[config.mk]
export PLATFORM = sky130hd
export DESIGN_NAME = yaw_angle_pid_with_prefilter_top
export DESIGN_NICKNAME = d
export VERILOG_FILES = /design/src/hdl/yapid_pkg.sv /design/src/hdl/yaw_angle_pid_with_prefilter_top.sv /design/src/hdl/yapid_ctrl.sv /design/src/hdl/yapid_dp.sv
export SDC_FILE = /design/constraint.sdc
export NUM_CORES = 2
export LEC_CHECK = 0
export BUFFER_PORTS_ARGS = -buffer_cell sky130_fd_sc_hd__buf_2
export CORE_ASPECT_RATIO = 1.2
export CORE_UTILIZATION = 59
export DETAILED_ROUTE_END_ITERATION = 10
export GPL_TIMING_DRIVEN = 0
export MAX_ROUTING_LAYER = met4
export PLACE_DENSITY = 0.79
export SLEW_MARGIN = 20
export SYNTH_ARGS = -nofsm -noshare
export SYNTH_HDL_FRONTEND = slang
export SYNTH_HIERARCHICAL = 1
export SYNTH_SLANG_ARGS = --single-unit
[constraint.sdc]
create_clock -name clk_i -period 9.2 [get_ports clk_i]
set_clock_uncertainty 0.2 [all_clocks]
set_input_delay 1.38 -clock clk_i [delete_from_list [all_inputs] [get_ports clk_i]]
set_output_delay 1.38 -clock clk_i [all_outputs]
set_load 0.02 [all_outputs]
[src/hdl/yapid_pkg.sv]
package yapid_pkg;

  localparam int AngleW  = 17;
  localparam int GainW   = 16;
  localparam int SumW    = 32;
  localparam int DriveW  = 32;
  localparam int CfgIdxW = 3;
  localparam int WrapW   = AngleW + 1;
  localparam int MulAW   = GainW + 2;
  localparam int MulBW   = SumW;
  localparam int ProdW   = MulAW + MulBW;
  localparam int AccW    = ProdW + 1;
  localparam int FiltShift  = 16;
  localparam int DriveShift = 8;

  localparam logic [GainW-1:0]        WeightReset = 16'd6554;
  localparam logic [MulAW-1:0]        FilterOne   = 18'h10000;
  localparam logic signed [WrapW-1:0] HalfTurn    = 18'sd46080;
  localparam logic signed [WrapW-1:0] NegHalfTurn = -18'sd46080;
  localparam logic signed [WrapW-1:0] FullTurn    = 18'sd92160;

  localparam logic [CfgIdxW-1:0] RegTarget = 3'd0;
  localparam logic [CfgIdxW-1:0] RegGainP  = 3'd1;
  localparam logic [CfgIdxW-1:0] RegGainI  = 3'd2;
  localparam logic [CfgIdxW-1:0] RegGainD  = 3'd3;
  localparam logic [CfgIdxW-1:0] RegWeight = 3'd4;

  typedef enum logic [3:0] {
    OP_NONE,
    OP_MUL_W,
    OP_MUL_S,
    OP_FILT,
    OP_ERR,
    OP_SUM,
    OP_MUL_I,
    OP_MUL_D,
    OP_OUT
  } op_e;

  typedef struct packed {
    logic load;
    op_e  op;
  } cmd_t;

endpackage

[src/hdl/yaw_angle_pid_with_prefilter_top.sv]
// Yaw heading PID with a first-order low-pass prefilter on the measured angle.
// Input channel: in_valid_i / in_stall_o carry one yaw sample (Q.8 degrees).
// Output channel: out_valid_o / out_stall_i carry one drive value per item.
// Config channel: cfg_valid_i / cfg_ready_o with cfg_index_i and cfg_data_i;
//   index 0 target, 1 Kp, 2 Ki, 3 Kd, 4 filter weight; other indexes ignored.
//   cfg_ready_o is always high; write only while no item is in flight.
// One shared 18x32 multiplier, stepped by a controller, forms two filter
//   products and the three PID terms in turn. The controller steps through
//   S_MUL_S, S_FILT, S_ERR, S_SUM, S_MUL_I, S_MUL_D and S_OUT before the drive
//   value is registered; a new item is accepted only once it is back in idle.
// The result sits in an output register; the next item is taken while it
//   waits. If it is still stalled when the next result is ready, the datapath
//   holds in its last step and in_stall_o stays high until the register frees.
// Reset clears the controller, filter state, integral, previous error and the
//   config registers but the filter weight, which resets to 6554 (about 0.1).
module yaw_angle_pid_with_prefilter_top (
  input  logic                                clk_i,
  input  logic                                rst_ni,
  input  logic                                in_valid_i,
  output logic                                in_stall_o,
  input  logic signed [yapid_pkg::AngleW-1:0] yaw_sample_i,
  output logic                                out_valid_o,
  input  logic                                out_stall_i,
  output logic signed [yapid_pkg::DriveW-1:0] drive_value_o,
  input  logic                                cfg_valid_i,
  output logic                                cfg_ready_o,
  input  logic [yapid_pkg::CfgIdxW-1:0]       cfg_index_i,
  input  logic [yapid_pkg::AngleW-1:0]        cfg_data_i
);
  import yapid_pkg::*;

  cmd_t cmd;

  assign cfg_ready_o = 1'b1;

  yapid_ctrl u_ctrl (
    .clk_i       (clk_i),
    .rst_ni      (rst_ni),
    .in_valid_i  (in_valid_i),
    .out_stall_i (out_stall_i),
    .in_stall_o  (in_stall_o),
    .out_valid_o (out_valid_o),
    .cmd_o       (cmd)
  );

  yapid_dp u_dp (
    .clk_i         (clk_i),
    .rst_ni        (rst_ni),
    .cmd_i         (cmd),
    .cfg_we_i      (cfg_valid_i && cfg_ready_o),
    .cfg_index_i   (cfg_index_i),
    .cfg_data_i    (cfg_data_i),
    .yaw_sample_i  (yaw_sample_i),
    .drive_value_o (drive_value_o)
  );

  a_busy_after_accept: assert property (@(posedge clk_i) disable iff (!rst_ni)
    (in_valid_i && !in_stall_o) |=> in_stall_o)
    else $error("controller not busy after taking an item");

  a_load_only_from_idle: assert property (@(posedge clk_i) disable iff (!rst_ni)
    cmd.load |-> !in_stall_o)
    else $error("sample loaded while busy");

  a_result_on_return: assert property (@(posedge clk_i) disable iff (!rst_ni)
    $fell(in_stall_o) |-> out_valid_o)
    else $error("returned to idle without a result");

  a_rise_after_work: assert property (@(posedge clk_i) disable iff (!rst_ni)
    $rose(out_valid_o) |-> $past(in_stall_o))
    else $error("result appeared without work in flight");

endmodule

[src/hdl/yapid_ctrl.sv]
module yapid_ctrl (
  input  logic            clk_i,
  input  logic            rst_ni,
  input  logic            in_valid_i,
  input  logic            out_stall_i,
  output logic            in_stall_o,
  output logic            out_valid_o,
  output yapid_pkg::cmd_t cmd_o
);
  import yapid_pkg::*;

  localparam logic [2:0] S_IDLE  = 3'd0;
  localparam logic [2:0] S_MUL_S = 3'd1;
  localparam logic [2:0] S_FILT  = 3'd2;
  localparam logic [2:0] S_ERR   = 3'd3;
  localparam logic [2:0] S_SUM   = 3'd4;
  localparam logic [2:0] S_MUL_I = 3'd5;
  localparam logic [2:0] S_MUL_D = 3'd6;
  localparam logic [2:0] S_OUT   = 3'd7;

  logic [2:0] state_q, state_d;
  logic       out_valid_q, out_valid_d;

  always_comb begin
    state_d     = state_q;
    cmd_o       = '{load: 1'b0, op: OP_NONE};
    out_valid_d = out_valid_q && out_stall_i;
    unique case (state_q)
      S_IDLE: begin
        if (in_valid_i) begin
          cmd_o   = '{load: 1'b1, op: OP_MUL_W};
          state_d = S_MUL_S;
        end
      end
      S_MUL_S: begin
        cmd_o.op = OP_MUL_S;
        state_d  = S_FILT;
      end
      S_FILT: begin
        cmd_o.op = OP_FILT;
        state_d  = S_ERR;
      end
      S_ERR: begin
        cmd_o.op = OP_ERR;
        state_d  = S_SUM;
      end
      S_SUM: begin
        cmd_o.op = OP_SUM;
        state_d  = S_MUL_I;
      end
      S_MUL_I: begin
        cmd_o.op = OP_MUL_I;
        state_d  = S_MUL_D;
      end
      S_MUL_D: begin
        cmd_o.op = OP_MUL_D;
        state_d  = S_OUT;
      end
      S_OUT: begin
        if (!out_valid_q || !out_stall_i) begin
          cmd_o.op    = OP_OUT;
          out_valid_d = 1'b1;
          state_d     = S_IDLE;
        end
      end
      default: state_d = S_IDLE;
    endcase
  end

  always_ff @(posedge clk_i or negedge rst_ni) begin
    if (!rst_ni) begin
      state_q     <= S_IDLE;
      out_valid_q <= 1'b0;
    end else begin
      state_q     <= state_d;
      out_valid_q <= out_valid_d;
    end
  end

  assign in_stall_o  = (state_q != S_IDLE);
  assign out_valid_o = out_valid_q;

endmodule

[src/hdl/yapid_dp.sv]
module yapid_dp (
  input  logic                                  clk_i,
  input  logic                                  rst_ni,
  input  yapid_pkg::cmd_t                       cmd_i,
  input  logic                                  cfg_we_i,
  input  logic [yapid_pkg::CfgIdxW-1:0]         cfg_index_i,
  input  logic [yapid_pkg::AngleW-1:0]          cfg_data_i,
  input  logic signed [yapid_pkg::AngleW-1:0]   yaw_sample_i,
  output logic signed [yapid_pkg::DriveW-1:0]   drive_value_o
);
  import yapid_pkg::*;

  logic signed [AngleW-1:0] target_q;
  logic [GainW-1:0]         kp_q, ki_q, kd_q, weight_q;

  logic signed [AngleW-1:0] sample_q;
  logic signed [AngleW-1:0] filt_q, filt_d;
  logic signed [AngleW-1:0] err_q, err_d;
  logic signed [AngleW-1:0] prev_q;
  logic signed [WrapW-1:0]  diff_q, diff_d;
  logic signed [SumW-1:0]   sum_q, sum_d;
  logic signed [ProdW-1:0]  prod_q, prod;
  logic signed [AccW-1:0]   acc_q, acc_d;
  logic signed [DriveW-1:0] drive_q, drive_d;

  logic signed [MulAW-1:0]  mul_a;
  logic signed [MulBW-1:0]  mul_b;
  logic signed [AccW-1:0]   prod_ext, acc_sum;
  logic signed [WrapW-1:0]  err_raw, err_wrap1, err_wrap2;
  logic signed [SumW:0]     sum_wide;
  logic signed [AccW-DriveShift-1:0] drive_wide;
  logic [AccW-DriveW-DriveShift:0]   drive_hi;

  always_ff @(posedge clk_i or negedge rst_ni) begin
    if (!rst_ni) begin
      target_q <= '0;
      kp_q     <= '0;
      ki_q     <= '0;
      kd_q     <= '0;
      weight_q <= WeightReset;
    end else if (cfg_we_i) begin
      unique case (cfg_index_i)
        RegTarget: target_q <= cfg_data_i;
        RegGainP:  kp_q     <= cfg_data_i[GainW-1:0];
        RegGainI:  ki_q     <= cfg_data_i[GainW-1:0];
        RegGainD:  kd_q     <= cfg_data_i[GainW-1:0];
        RegWeight: weight_q <= cfg_data_i[GainW-1:0];
        default: ;
      endcase
    end
  end

  always_comb begin
    mul_a = '0;
    mul_b = '0;
    unique case (cmd_i.op)
      OP_MUL_W: begin
        mul_a = signed'({2'b00, weight_q});
        mul_b = MulBW'(filt_q);
      end
      OP_MUL_S: begin
        mul_a = signed'(FilterOne - {2'b00, weight_q});
        mul_b = MulBW'(sample_q);
      end
      OP_SUM: begin
        mul_a = signed'({2'b00, kp_q});
        mul_b = MulBW'(err_q);
      end
      OP_MUL_I: begin
        mul_a = signed'({2'b00, ki_q});
        mul_b = sum_q;
      end
      OP_MUL_D: begin
        mul_a = signed'({2'b00, kd_q});
        mul_b = MulBW'(diff_q);
      end
      default: ;
    endcase
  end

  assign prod     = mul_a * mul_b;
  assign prod_ext = AccW'(prod_q);
  assign acc_sum  = acc_q + prod_ext;

  assign err_raw   = WrapW'(target_q) - WrapW'(filt_q);
  assign err_wrap1 = (err_raw > HalfTurn) ? err_raw - FullTurn : err_raw;
  assign err_wrap2 = (err_wrap1 < NegHalfTurn) ? err_wrap1 + FullTurn : err_wrap1;

  assign sum_wide   = (SumW+1)'(sum_q) + (SumW+1)'(err_q);
  assign drive_wide = acc_sum[AccW-1:DriveShift];
  assign drive_hi   = acc_sum[AccW-1:DriveW+DriveShift-1];

  always_comb begin
    filt_d  = filt_q;
    err_d   = err_q;
    diff_d  = diff_q;
    sum_d   = sum_q;
    acc_d   = acc_q;
    drive_d = drive_q;
    unique case (cmd_i.op)
      OP_MUL_S, OP_MUL_I: acc_d = prod_ext;
      OP_MUL_D:           acc_d = acc_sum;
      OP_FILT:            filt_d = acc_sum[AngleW+FiltShift-1:FiltShift];
      OP_ERR:             err_d = err_wrap2[AngleW-1:0];
      OP_SUM: begin
        diff_d = WrapW'(err_q) - WrapW'(prev_q);
        if (sum_wide[SumW] != sum_wide[SumW-1]) begin
          sum_d = sum_wide[SumW] ? {1'b1, {(SumW-1){1'b0}}} : {1'b0, {(SumW-1){1'b1}}};
        end else begin
          sum_d = sum_wide[SumW-1:0];
        end
      end
      OP_OUT: begin
        if (!(&drive_hi) && (|drive_hi)) begin
          drive_d = drive_hi[AccW-DriveW-DriveShift] ? {1'b1, {(DriveW-1){1'b0}}}
                                                    : {1'b0, {(DriveW-1){1'b1}}};
        end else begin
          drive_d = drive_wide[DriveW-1:0];
        end
      end
      default: ;
    endcase
  end

  always_ff @(posedge clk_i or negedge rst_ni) begin
    if (!rst_ni) begin
      filt_q <= '0;
      sum_q  <= '0;
      prev_q <= '0;
    end else begin
      filt_q <= filt_d;
      sum_q  <= sum_d;
      if (cmd_i.op == OP_SUM) begin
        prev_q <= err_q;
      end
    end
  end

  always_ff @(posedge clk_i) begin
    if (cmd_i.load) begin
      sample_q <= yaw_sample_i;
    end
    if (cmd_i.op != OP_NONE) begin
      prod_q <= prod;
    end
    acc_q   <= acc_d;
    err_q   <= err_d;
    diff_q  <= diff_d;
    drive_q <= drive_d;
  end

  assign drive_value_o = drive_q;

endmodule

==> metrics.txt <==
TritonCTS Buffers 38; largest net degree at the start of global routing 89; Mapped Cells about 4200; 1st-iter DRT viols approximately 2900; Max Cap Viol 0; Yosys top cell by area fa_1; DIE AREA between 60000 and 70000 um^2; post-route ant nets 0; footprint of the multi-input gates about 27000 um^2; cell area after layout roughly 44000 um^2; vias in the first global route approximately 32000; async set or reset register ratio after synthesis 0.449; root buffer cell clkbuf_16; failing checks negative setup slack; post-synth top area share 0.272; worst hold path type reg2reg; H-tree depth 2; FMAX ~0.10 GHz; WS Path Type reg2reg; simple-gate share of the synthesized area 0.137; initial core utilization 0.598; final worst path period share 1.06; Routed WL roughly 120000 um; Die X 236 um; number of antenna violations at the first check in global routing 4; final hold vios 0; Adder-Cell Fraction of Synth Area 0.351; flops & latches, synth ~340; Tightest Pin Transition between 1 and 1.5 ns; Fillers approximately 5000; core area about 65000 um^2; DRC viols 0; minimum clock period around 9.8 ns; count of pins over their slew limit 0; post-synthesis sequential area ratio 0.241; CTS tree built; global-route wire length before repair 182000 um; status finished, violations left; Area Growth Syn to Fin 13.2%; worst stage delay on the critical path slightly below 0.8 ns; Synth Area in Compound Gates 0.123; final setup fails 17; Final #Nets roughly 5200; synth warn 6; crit-path most repeated cell fa_1; Slowest-stage cell, CP nor3_1; hold slack 0.293 ns; PnR worst setup slack -0.595 ns; Synth Area in XOR/XNOR 0.0348; Primary FF master, synth edfxtp_1; slew margin rel. 0.189; Post-Synthesis Cell Area 38700 um^2; global placement routability congestion approximately 1.0; Critical Path Fanout Max 10; layout cell share with drive strength beyond 1 0.134; Clock Path Buffers 3; First-pass DRT Iterations 8; combinational family with the most area after synthesis adder cells; die height between 200 and 300 um; hpwl dp ~94000 um; Ports between 70 and 80; site row count ~100; post-synthesis mux area share 0.0275; post-cts hold buffer count 0; Setup crit start kind register; I/O Buffers 75; RSZ-0062 raised after global routing yes; WP data required 9.30 ns; crit end category register; gr usage total 0.374; Netlist cell types a little over 90; register area around 9300 um^2; DR vias/cell ~6; vias post-DR approximately 32000; CP Data Arrival Time 9.89 ns; Post-DP Area roughly 40000 um^2; clk_lat worst skew roughly 0.60 ns; Sink Count roughly 340; clock slew seen by the registers of the worst setup and hold paths 0.06 ns; Overflow after GRT 0; syn nets around 5000; Post-synth EDFFs approximately 190; Final TNS setup -5.37 ns; Avg Inst Size Synth 9.23 um^2; wire length per cell 22.9 um; synth top area cells fa_1 27%, edfxtp_1 14%, dfrtp_1 9.3%, ha_1 7.8%, inv_1 6.6%
==> critical path, delay by kind of cell, from the launching register on <==
kind,cells,cell delay [ns]
compound gates,8,1.63
xor+xnor,2,0.36
fa+ha+maj,7,3.09
buf+inv,5,0.76
flops,1,0.45
simple gates,8,3.03
==> path summary, 6_finish.rpt <==
kind,start,end,slack [ns],depth (start not counted)
setup / recovery,u_dp/weight_q[5],u_dp/prod_q[49],-0.60,30
max in group asynchronous,rst_ni,u_dp/sum_q[30],7.33,2
hold reg to reg,u_dp/prev_q[0],u_dp/prev_q[0],0.29,1
setup reg to reg,u_dp/weight_q[5],u_dp/prod_q[49],-0.60,30
min in group asynchronous,rst_ni,u_dp/kp_q[5],0.58,1
hold / removal,u_dp/prev_q[0],u_dp/prev_q[0],0.29,1
==> state kept, by name, summed over array words and instances (netlist names) <==
name and flops:
u_ctrl/out_valid_o 1, u_dp/filt_q 17, u_dp/weight_q 16, u_dp/sample_q 17, u_dp/prod_q 50, u_dp/sum_q 32, u_dp/drive_value_o 32, u_ctrl/state_q 3
u_dp/target_q 17, u_dp/acc_q 51, u_dp/ki_q 16, u_dp/err_q 17, u_dp/prev_q 17, u_dp/diff_q 18, u_dp/kp_q 16, u_dp/kd_q 16
==> cell usage in the layout (no fill, tap or decap), drive strengths merged, types with 106 or more instances in the layout <==
cell / n
fa: 525
ha: 241
a21oi: 203
o21ai: 229
clkbuf: 174
xnor2: 106
edfxtp: 185
buf: 229
dfrtp: 144
inv: 688
nor2: 396
nand2: 507
==> cells by family (layout without fill, tap and decap cells) <==
kind of cell,Yosys count,in the layout
compound gates,751,751
xor+xnor,153,153
fa+ha+maj,772,772
buf+inv,871,1106
flops,336,336
mux,96,96
other cells,1,7
simple gates,1210,1210
==> per-layer routing <==
layer	routed length, um	vias up	track usage
li1	-	14100	-
met1	44200	15500	0.438
met2	55500	1606	0.597
met3	11500	466	0.0754
met4	9140	0	0.228
met5	0	-	-
==> cells in the mapped netlist (all sizes together) (13+ instances only) <==
| cell type | n |
|---|---|
| and3 | 24 |
| dfrtp | 144 |
| nor2b | 36 |
| mux2 | 80 |
| a22oi | 13 |
| mux2i | 16 |
| a21o | 85 |
| fa | 525 |
| o21bai | 17 |
| nor4 | 15 |
| clkbuf | 166 |
| xor2 | 47 |
| o211ai | 13 |
| a21boi | 14 |
| buf | 21 |
| o21a | 32 |
| a31oi | 20 |
| inv | 684 |
| nand2 | 507 |
| nand4 | 27 |
| edfxtp | 185 |
| nand3 | 48 |
| a21oi | 203 |
| and2 | 17 |
| nor3 | 47 |
| a211oi | 21 |
| ha | 241 |
| nand2b | 32 |
| o21ai | 229 |
| a222oi | 14 |
| nor2 | 396 |
| xnor2 | 106 |
==> area by class of cell <==
| class | instances | share of cell area |
|---|---|---|
| multi-input cells | 2983 | 0.616 |
| flip-flops and latches | 336 | 0.213 |
| inverters | 684 | 0.0590 |
| repair buffers | 189 | 0.0333 |
| plain buffers | 163 | 0.0247 |
| well taps | 832 | 0.0238 |
| clock buffers | 51 | 0.0237 |
| clock inverters | 19 | 0.00608 |
| diodes | 6 | 0.000343 |
==> stage by stage <==
step	setup slack [ns]	cells	util
global placement	-2.73	5097	0.623
global route	-0.676	5261	0.677
detailed placement	-2.51	5111	0.626
floorplan	-0.0329	4190	-
CTS	-0.194	5221	0.663
finish	-0.595	5263	0.677
==> repair_timing <==
item | in CTS | in global routing
buffers inserted | 54 | 44
pin swaps | 43 | 80
endpoints found under the setup margin | 32 | 20
gates cloned | 1 | 1
resized for setup | 183 | 163
Power is not shown: default switching activity piles up to over one toggle a cycle in this logic, so the estimate is an artifact.
